==> src/sv/oledpf_pkg.sv <==
package oledpf_pkg;

	// default build limits
	localparam int MAX_WIDTH_DEF  = 128;
	localparam int MAX_HEIGHT_DEF = 64;

	// configuration register map
	localparam int CFG_IDX_W = 1;
	localparam logic [CFG_IDX_W-1:0] REG_ACTIVE_WIDTH  = 1'b0;
	localparam logic [CFG_IDX_W-1:0] REG_ACTIVE_HEIGHT = 1'b1;

	localparam logic [7:0] ACTIVE_WIDTH_RST  = 8'd128;
	localparam logic [6:0] ACTIVE_HEIGHT_RST = 7'd64;

	// panel command bytes
	localparam logic [7:0] CMD_PAGE     = 8'hb0;
	localparam logic [7:0] CMD_COL_LOW  = 8'h00;
	localparam logic [7:0] CMD_COL_HIGH = 8'h10;

	// colour bits that make a pixel lit
	localparam logic [31:0] LIT_MASK = 32'h00ff_ffff;

	typedef enum logic [1:0] {
		ST_CLEAR,
		ST_IDLE,
		ST_PIX,
		ST_TICK
	} oledpf_state_t;

	typedef struct packed {
		logic take_pix;
		logic take_tick;
		logic clear_wr;
		logic pix_wr;
	} oledpf_cmd_t;

	typedef struct packed {
		logic clear_last;
	} oledpf_status_t;

endpackage

==> src/sv/oledpf_ctrl.sv <==
module oledpf_ctrl import oledpf_pkg::*; (
	input  logic           clk,
	input  logic           arst_n,
	input  logic           start,
	input  logic           kind,
	output logic           busy,
	output logic           result_strobe,
	output oledpf_cmd_t    cmd,
	input  oledpf_status_t status
);

	oledpf_state_t state_q, state_d;

	always_ff @(posedge clk or negedge arst_n) begin
		if (!arst_n) begin
			state_q <= ST_CLEAR;
		end else begin
			state_q <= state_d;
		end
	end

	always_comb begin
		state_d = state_q;
		case (state_q)
			ST_CLEAR: begin
				if (status.clear_last) state_d = ST_IDLE;
			end
			ST_IDLE: begin
				if (start) state_d = kind ? ST_TICK : ST_PIX;
			end
			ST_PIX:  state_d = ST_IDLE;
			ST_TICK: state_d = ST_IDLE;
			default: state_d = ST_CLEAR;
		endcase
	end

	always_comb begin
		busy          = 1'b1;
		result_strobe = 1'b0;
		cmd           = '0;
		case (state_q)
			ST_CLEAR: cmd.clear_wr = 1'b1;
			ST_IDLE: begin
				busy          = 1'b0;
				cmd.take_pix  = start && !kind;
				cmd.take_tick = start && kind;
			end
			ST_PIX:  cmd.pix_wr = 1'b1;
			ST_TICK: result_strobe = 1'b1;
			default: busy = 1'b1;
		endcase
	end

endmodule

==> config.mk <==
export PLATFORM = sky130hd
export DESIGN_NAME = oledpf_ctrl
export DESIGN_NICKNAME = d
export VERILOG_FILES = /design/src/sv/oledpf_pkg.sv /design/src/sv/oledpf_ctrl.sv
export SDC_FILE = /design/constraint.sdc
export NUM_CORES = 1
export LEC_CHECK = 0
export BUFFER_PORTS_ARGS = -buffer_cell sky130_fd_sc_hd__clkbuf_2
export CAP_MARGIN = 20
export CORE_AREA = 2 2 39 41
export CTS_BUF_LIST = sky130_fd_sc_hd__clkbuf_16
export CTS_CLUSTER_SIZE = 40
export DETAILED_ROUTE_END_ITERATION = 8
export DIE_AREA = 0 0 41 43
export GPL_ROUTABILITY_DRIVEN = 0
export PLACE_DENSITY_LB_ADDON = 0.25
export SLEW_MARGIN = 20
export SYNTH_ARGS = -nofsm -noshare
export SYNTH_HDL_FRONTEND = slang
export SYNTH_SLANG_ARGS = --single-unit
==> constraint.sdc <==
create_clock -name clk -period 0.8 [get_ports clk]
set_input_delay 0.04 -clock clk [delete_from_list [all_inputs] [get_ports clk]]
set_output_delay 0.04 -clock clk [all_outputs]
set_load 0.05 [all_outputs]
==> run metrics, run 1 <==
status finished, violations left; failing checks negative setup slack; antenna cells 0; max-cap violation count 0; Total Nets Final 38; via count 157; part of the power in combinational logic 30.3%; Tmin final 1.14 ns; H-tree levels 1; R2R depth 3; via density per instance 3.34; Net Sw Power 0.000323 W; CTS tree done; vias in the first global route 147; Worst-Margin Slew 0.134 ns; sequential share of power 10.5%; Final Power 0.00127 W; Die Span Y 43 um; Hold Fails Final Rpt 0; synthesized area 121 sq um; CTS Root Cell clkbuf_16; largest area contributor in the netlist dfrtp_1; most frequent cells in the layout 4 x clkbuf_16, 4 x clkbuf_2, 4 x buf_8, 4 x buf_6, 2 x nor2_4; Setup WS post-layout -0.342 ns; Placed Area 239 sq um; largest net degree at the start of global routing 6; Arr. time, crit path 1.10 ns; pwr/cell area 2990 nW/um^2; DRC 0; total gr overflow 0; Synth Area per Inst 10.1 sq um; leakage 0.202 nW; critical path class reg -> out; initial antenna violation count 0; Top reg by flops state_q; max reg flops 2; WP data required 0.76 ns; die area 1760 sq um; share of post-route cells with drive strength above 1 83.9%; Post-Route WL 398 um; final core occ 30.6%; Synth Warn # 0; period utilization 143%; non-filler cells, final 47; Peak VDD IR 1.00 mV; clock sinks 2; post-synth top area share 41.2%; footprint of the multi-input gates 81.3 sq um; crit start category flop; # placed instances 40; clock network power share 59.2%; hold slack 0.0561 ns; routed length per instance 8.47 um; reg2reg setup slack -0.19 ns; Area Growth Syn to Fin 248%; crit path max fanout 4; biggest regs state_q x2; syn_nets 17; # setup viols final 8; Hold Path Class in -> reg; RSZ-0062 raised after global routing true; WHS Path Cells 2; cells after synthesis 12; row cnt 14; synthesized flop and latch total 2; Net Sw Frac 25.5%; Core Box Area 1380 sq um; crit end category output pin; fmax 876 MHz; TritonRoute pass-1 iters 2; PortBufs 10; initial core utilization 8.77%; max-slew violation count 0; Internal 0.000943 W; Synth cell types 8; IO Count 11; top area cells in the synthesized netlist dfrtp_1 41%, nand3b_4 16%, nor2_1 9.3%; clock latency on the worst-skew pair 0.22 ns; Clock Tree Buf Depth 2; Storage cell area 51.3 sq um; Die X 41 um; FILL cells 142; global-route wire length before repair 565 um; DR iter-0 viols 3; Clock Pin Slew Worst Setup and Hold Paths 0.03 ns; Worst slew margin 91.1%; Seq/Total Area, Yosys 41.2%; CTS buffer count 3; Routed Antenna Nets 0; clk_skew 0.000494 ns; cell area after layout 423 sq um; GRT Overall Usage 5.82%
-- power by group through the flow --
stage,sequential (W),combinational (W),clock (W)
after floorplan,0.000133,0.000177,0
after global placement,0.000129,0.000261,0
after detailed placement,0.000133,0.000263,0
after CTS,0.000134,0.000354,0.000759
after global routing,0.000136,0.000401,0.000768
final,0.000133,0.000383,0.000749
-- layout make-up --
type                       count  share of cell area [%]
tap                           16                    4.73
timing repair buffer          16                    44.4
multi-input combinational      8                    19.2
sequential                     2                    12.1
clock buffer                   3                    17.8
inverter                       2                    1.78
-- synth_stat cells --
library cell and n:
nand3b_4 1, o32a_1 1, nand2b_1 1, nor2_1 3, and2b_2 1, and2_2 1
inv_1 2, dfrtp_1 2
-- critical path, cell delays in order, from the launching register on --
cell,delay (ns)
dfrtp_1,0.39
buf_6,0.13
and2b_2,0.20
clkbuf_16,0.17
-- final timing paths --
check                           startpoint         end
worst max-delay path            state_q[1]      cmd[0]
worst min-delay path                status  state_q[0]
worst max register to register  state_q[1]  state_q[0]
worst min register to register  state_q[0]  state_q[0]
max in group asynchronous           arst_n  state_q[0]
min in group asynchronous           arst_n  state_q[0]
-- stage by stage --
step	worst slack (ns)	TNS [ns]
CTS	-0.349	-2.10
global placement	-0.167	-0.898
floorplan	-0.116	-0.535
finish	-0.342	-2.12
global route	-0.375	-2.41
detailed placement	-0.193	-1.08
-- kinds of logic after synthesis --
| group | synth area share [%] |
|---|---|
| AO/OA/AOI/OAI | 8.25 |
| buffers and inverters | 6.19 |
| flip-flops | 41.2 |
| AND/OR/NAND/NOR | 44.3 |
-- timing repair --
item / 4_1_cts / 5_1_grt
hold buffers: 1 / 0
setup endpoints to repair: 7 / 8
buffers inserted: 2 / 1
resized for setup: 16 / 5
endpoints found under the hold margin: 2 / 0
-- per-layer routing --
metal,global-route usage [%],up-vias,part of all wire [%]
li1,-,78,-
met2,5.94,14,42
met3,3.14,2,15
met1,5.77,63,37
met5,0,-,0
met4,10.0,0,5.0
(Power assumes the default switching activity.)
==> run 2: changes to the inputs <==
Settings changed: SETUP_SLACK_MARGIN set to 0.5.
==> run 2 against run 1 <==
The flow still finishes with violations (negative setup slack). Clock skew unchanged. Final area unchanged. Register-to-register slack about the same. Via count unchanged. Die area unchanged. Clock-buffer cell count unchanged. Critical path depth unchanged. Hold slack unchanged. Sequential power about the same. First-iteration DRC count unchanged. Fmax unchanged. Critical path type unchanged. Highest routed layer unchanged.
==> run metrics, run 2 (synthesized netlist as in run 1, its figures left out) <==
Hold Path Class in -> reg; max-slew violation count 0 (unchanged); Total Nets Final 38 (unchanged); Setup WS post-layout -0.342 ns (unchanged); DRC 0 (unchanged); CTS Root Cell clkbuf_16; vias in the first global route 147 (unchanged); cell area after layout 423 sq um (unchanged); status finished, violations left; Post-Route WL 398 um (unchanged); largest net degree at the start of global routing 6 (unchanged); max reg flops 2 (unchanged); Die Span Y 43 um (unchanged); Internal 0.000943 W (unchanged); global-route wire length before repair 565 um (unchanged); total gr overflow 0 (unchanged); Clock Tree Buf Depth 2 (unchanged); GR Util met2 5.94% (unchanged); FILL cells 142 (unchanged); Final Power 0.00127 W (unchanged); pwr/cell area 2990 nW/um^2 (unchanged); met3 GRT Util 3.14% (unchanged); Net Sw Power 0.000323 W (unchanged); Routed Antenna Nets 0 (unchanged); fmax 876 MHz (unchanged); clock network power share 59.2% (about the same); Peak VDD IR 1.00 mV (unchanged); reg2reg setup slack -0.19 ns (about the same); Top Usage Layer GRT met4; antenna cells 0 (unchanged); Fin Setup TNS -2.12 ns (unchanged); via density per instance 3.34 (unchanged); Placed Area 239 sq um (unchanged); Area Growth Syn to Fin 248% (unchanged); row cnt 14 (unchanged); crit path max fanout 4 (unchanged); met1 Use GR 5.77% (unchanged); DR iter-0 viols 3 (unchanged); Worst-Margin Slew 0.134 ns (unchanged); # setup viols final 8 (unchanged); clock latency on the worst-skew pair 0.22 ns (about the same); leakage 0.202 nW (unchanged); initial core utilization 8.77% (unchanged); H-tree levels 1 (unchanged); clk_skew 0.000494 ns (unchanged); Clock Pin Slew Worst Setup and Hold Paths 0.03 ns (about the same); non-filler cells, final 47 (unchanged); Net Sw Frac 25.5% (unchanged); die area 1760 sq um (unchanged); crit end category output pin; IO Count 11 (unchanged); TritonRoute pass-1 iters 2 (unchanged); Hold Fails Final Rpt 0 (unchanged); Top reg by flops state_q; Core Box Area 1380 sq um (unchanged); period utilization 143% (unchanged); most frequent cells in the layout 4 x clkbuf_16, 4 x clkbuf_2, 4 x buf_8, 4 x buf_6, 2 x nor2_4; Die X 41 um (unchanged); Arr. time, crit path 1.10 ns (about the same); GRT Overall Usage 5.82% (unchanged); CTS buffer count 3 (unchanged); Place WS -0.193 ns (unchanged); routed length per instance 8.47 um (unchanged); initial antenna violation count 0 (unchanged); clock sinks 2 (unchanged); crit start category flop; share of post-route cells with drive strength above 1 83.9% (unchanged); sequential share of power 10.5% (about the same); Tmin final 1.14 ns (unchanged); CTS tree done; biggest regs state_q x2; PortBufs 10 (unchanged); Worst slew margin 91.1% (unchanged); critical path class reg -> out; WP data required 0.76 ns (about the same); # placed instances 40 (unchanged); max-cap violation count 0 (unchanged); part of the power in combinational logic 30.3% (about the same); RSZ-0062 raised after global routing true; via count 157 (unchanged); failing checks negative setup slack
## run 2: cell counts in the layout (fill, tap and decap cells not counted)
Identical to the previous run, type by type.
## run 2: what timing repair did
action / 4_1_cts / 5_1_grt
cloned: 0 / 0
gates resized for setup: 16 / 5
endpoints found under the hold margin: 2 / 0
setup endpoints to repair: 8 / 8
hold buffers: 1 / 0
setup buffers: 2 / 1
## run 2: area by class of cell
| class | count | area (sq um) | share of cell area, % |
|---|---|---|---|
| well taps | 16 | 20.0 | 4.73 |
| clock buffers | 3 | 75.1 | 17.8 |
| inverters | 2 | 7.51 | 1.78 |
| multi-input cells | 8 | 81.3 | 19.2 |
| repair buffers | 16 | 188 | 44.4 |
| flip-flops and latches | 2 | 51.3 | 12.1 |
## run 2: power groups by stage
| stage | Clock [W] | Combinational (W) | Sequential, W |
|---|---|---|---|
| after global routing | 0.000768 | 0.000401 | 0.000136 |
| after floorplan | 0 | 0.000177 | 0.000133 |
| after global placement | 0 | 0.000261 | 0.000129 |
| after CTS | 0.000759 | 0.000354 | 0.000134 |
| final | 0.000749 | 0.000383 | 0.000133 |
| after detailed placement | 0 | 0.000263 | 0.000133 |
## run 2: routing by layer
metal,vias to the layer above,wire (um),share of wire (%)
li1,78,-,-
met2,14,169,42
met3,2,59,15
met5,-,0,0
met4,0,20,5.0
met1,63,149,37
## run 2: path summary, 6_finish.rpt
kind | startpoint | to | cells past startpoint
worst max-delay path | state_q[1] | cmd[0] | 3
worst min-delay path | status | state_q[0] | 2
worst max register to register | state_q[1] | state_q[0] | 3
worst min register to register | state_q[0] | state_q[0] | 1
max in group asynchronous | arst_n | state_q[0] | 2
min in group asynchronous | arst_n | state_q[0] | 2
## run 2: critical path, cell delays in order, from the launching register on
cell	delay, ns
dfrtp_1	0.39
buf_6	0.13
and2b_2	0.20
clkbuf_16	0.17
## run 2: per-stage QoR
stage               hold WS [ns]  util, %
floorplan                 -0.256        -
global placement          -0.174     17.3
detailed placement        -0.167     17.3
CTS                       0.0576     29.4
global route              0.0660     30.6
finish                    0.0561     30.6
==> run 3: changes to the inputs <==
==> constraint.sdc (replaced) <==
create_clock -name clk -period 0.8 [get_ports clk]
set_input_delay 0.08 -clock clk [delete_from_list [all_inputs] [get_ports clk]]
set_output_delay 0.08 -clock clk [all_outputs]
set_load 0.05 [all_outputs]
==> run 3 against run 2 <==
The flow finishes with violations (negative hold slack, negative setup slack). Power decreased by 0.19%. Clock-buffer cell count unchanged. Clock skew about the same. Hold slack got worse by 0.42 ns. Clock power about the same. Utilization decreased by 0.90 points. Worst setup slack got worse by 0.021 ns. Final area decreased by 3.0%. Fmax decreased by 1.8%. Non-clock buffer count unchanged. Critical path type unchanged. Critical endpoint unchanged.
==> run metrics, run 3 (synthesized netlist as in run 1, its figures left out) <==
Internal 0.000938 W (-0.51%); die area 1760 sq um (unchanged); crit end category output pin; crit start category flop; clk_skew 0.000430 ns (-0.0000643 ns); share of post-route cells with drive strength above 1 87.1% (+3.2 points); IO Count 11 (unchanged); period utilization 145% (+2.6 points); part of the power in combinational logic 30.1% (-0.2 points); largest net degree at the start of global routing 6 (unchanged); Net Sw Power 0.000325 W (+0.72%); biggest regs state_q x2; Die Span Y 43 um (unchanged); antenna cells 0 (unchanged); TritonRoute pass-1 iters 2 (unchanged); Storage cell area 51.3 sq um (unchanged); hold slack -0.360 ns (-0.417 ns); non-filler cells, final 47 (unchanged); Core Box Area 1380 sq um (unchanged); max-cap violation count 0 (unchanged); pwr/cell area 3080 nW/um^2 (+2.9%); met3 GRT Util 4.19% (+1.0 points); crit path max fanout 4 (unchanged); most frequent cells in the layout 5 x buf_8, 4 x clkbuf_2, 4 x buf_6, 3 x clkbuf_16; GRT Overall Usage 6.32% (+0.50 points); final core occ 29.7% (-0.90 points); via density per instance 3.57 (+7.0%); R2R depth 4 (+1); leakage 0.200 nW (-1.4%); Routed Antenna Nets 0 (unchanged); Top reg by flops state_q; Die X 41 um (unchanged); Peak VDD IR 1.03 mV (+2.5%); via count 168 (+7.0%); Post-Route WL 446 um (+12%); clock sinks 2 (unchanged); vias in the first global route 181 (+23%); Setup WS post-layout -0.363 ns (-0.0208 ns); GR Util met2 7.50% (+1.6 points); sequential share of power 10.6% (about the same); Fin Setup TNS -2.47 ns (-0.358 ns); Total Nets Final 38 (unchanged); CTS Root Cell clkbuf_16; Arr. time, crit path 1.08 ns (-0.02 ns); Area Growth Syn to Fin 238%; row cnt 14 (unchanged); critical path class reg -> out; max reg flops 2 (unchanged); initial core utilization 8.77% (unchanged); max-slew violation count 0 (unchanged); most common cell after layout, fill and taps aside buf_8; Clock Pin Slew Worst Setup and Hold Paths 0.03 ns (about the same); Hold Path Class in -> async; RSZ-0062 raised after global routing true; # setup viols final 8 (unchanged); reg2reg setup slack -0.29 ns (-0.10 ns); Worst-Margin Slew 0.134 ns (+0.000663 ns); status finished, violations left; initial antenna violation count 0 (unchanged); H-tree levels 1 (unchanged); Tmin final 1.16 ns (+0.0208 ns); footprint of the multi-input gates 81.3 sq um (unchanged); Top Usage Layer GRT met4; total gr overflow 0 (unchanged); Final Power 0.00126 W (-0.19%); Clock Tree Buf Depth 2 (unchanged); DR iter-0 viols 4 (+1); PortBufs 10 (unchanged); fmax 860 MHz (-1.8%); WP data required 0.72 ns (-0.04 ns); clock network power share 59.3% (about the same); CTS tree done; clock latency on the worst-skew pair 0.22 ns (about the same); global-route wire length before repair 634 um (+12%); FILL cells 141 (-0.70%); Net Sw Frac 25.8% (+0.23 points); DRC 0 (unchanged); Worst slew margin 91.0% (about the same); failing checks negative hold slack, negative setup slack; CTS buffer count 3 (unchanged); routed length per instance 9.49 um (+12%); met1 Use GR 5.13% (-0.64 points); Hold Fails Final Rpt 2 (+2); # placed instances 41 (+2.5%)
==> run 3: cell count changes in the layout (fill, tap and decap cells not counted) <==
cell	before	now
buf_4	1	2
buf_8	4	5
clkbuf_16	4	3
dlygate4sd3_1	1	0
==> run 3: final cells by class <==
cell class                      count  area share [%]
Timing Repair Buffer               16            42.7
Multi-Input combinational cell      8            19.8
Inverter                            2            1.83
Tap cell                           16            4.88
Clock buffer                        3            18.3
Sequential cell                     2            12.5
==> run 3: power by group through the flow <==
stage | combinational [W] | sequential [W] | clock (W)
detailed placement | 0.000267 | 0.000133 | 0
global placement | 0.000264 | 0.000129 | 0
global route | 0.000401 | 0.000136 | 0.000768
floorplan | 0.000177 | 0.000133 | 0
CTS | 0.000346 | 0.000134 | 0.000759
finish | 0.000381 | 0.000133 | 0.000749
==> run 3: repair_timing <==
item | CTS | global route
pin swaps | 0 | 0
hold endpoints to repair | 2 | 2
resized for setup | 15 | 6
endpoints found under the setup margin | 8 | 8
setup buffers | 2 | 1
==> run 3: worst max-delay path, cell delays in order (launching register included) <==
cell and delay, ns:
dfrtp_1 0.39, buf_6 0.13, and2b_2 0.20, buf_8 0.15
==> run 3: worst paths after layout <==
kind | end | start
max in group asynchronous | state_q[0] | arst_n
worst min-delay path | state_q[0] | arst_n
worst min register to register | state_q[0] | state_q[0]
worst max register to register | state_q[0] | state_q[1]
min in group clk | state_q[0] | status
worst max-delay path | cmd[0] | state_q[1]
==> run 3: metrics by stage <==
stage / setup slack, ns / cell area, sq um
global route: -0.397 / 410
CTS: -0.386 / 393
detailed placement: -0.237 / 246
finish: -0.363 / 410
global placement: -0.207 / 246
floorplan: -0.156 / 139
==> run 3: metal layers <==
metal	part of all wire (%)	wire length [um]
met3	13	58
met4	4.5	20
met1	37	163
met2	46	204
met5	0	0
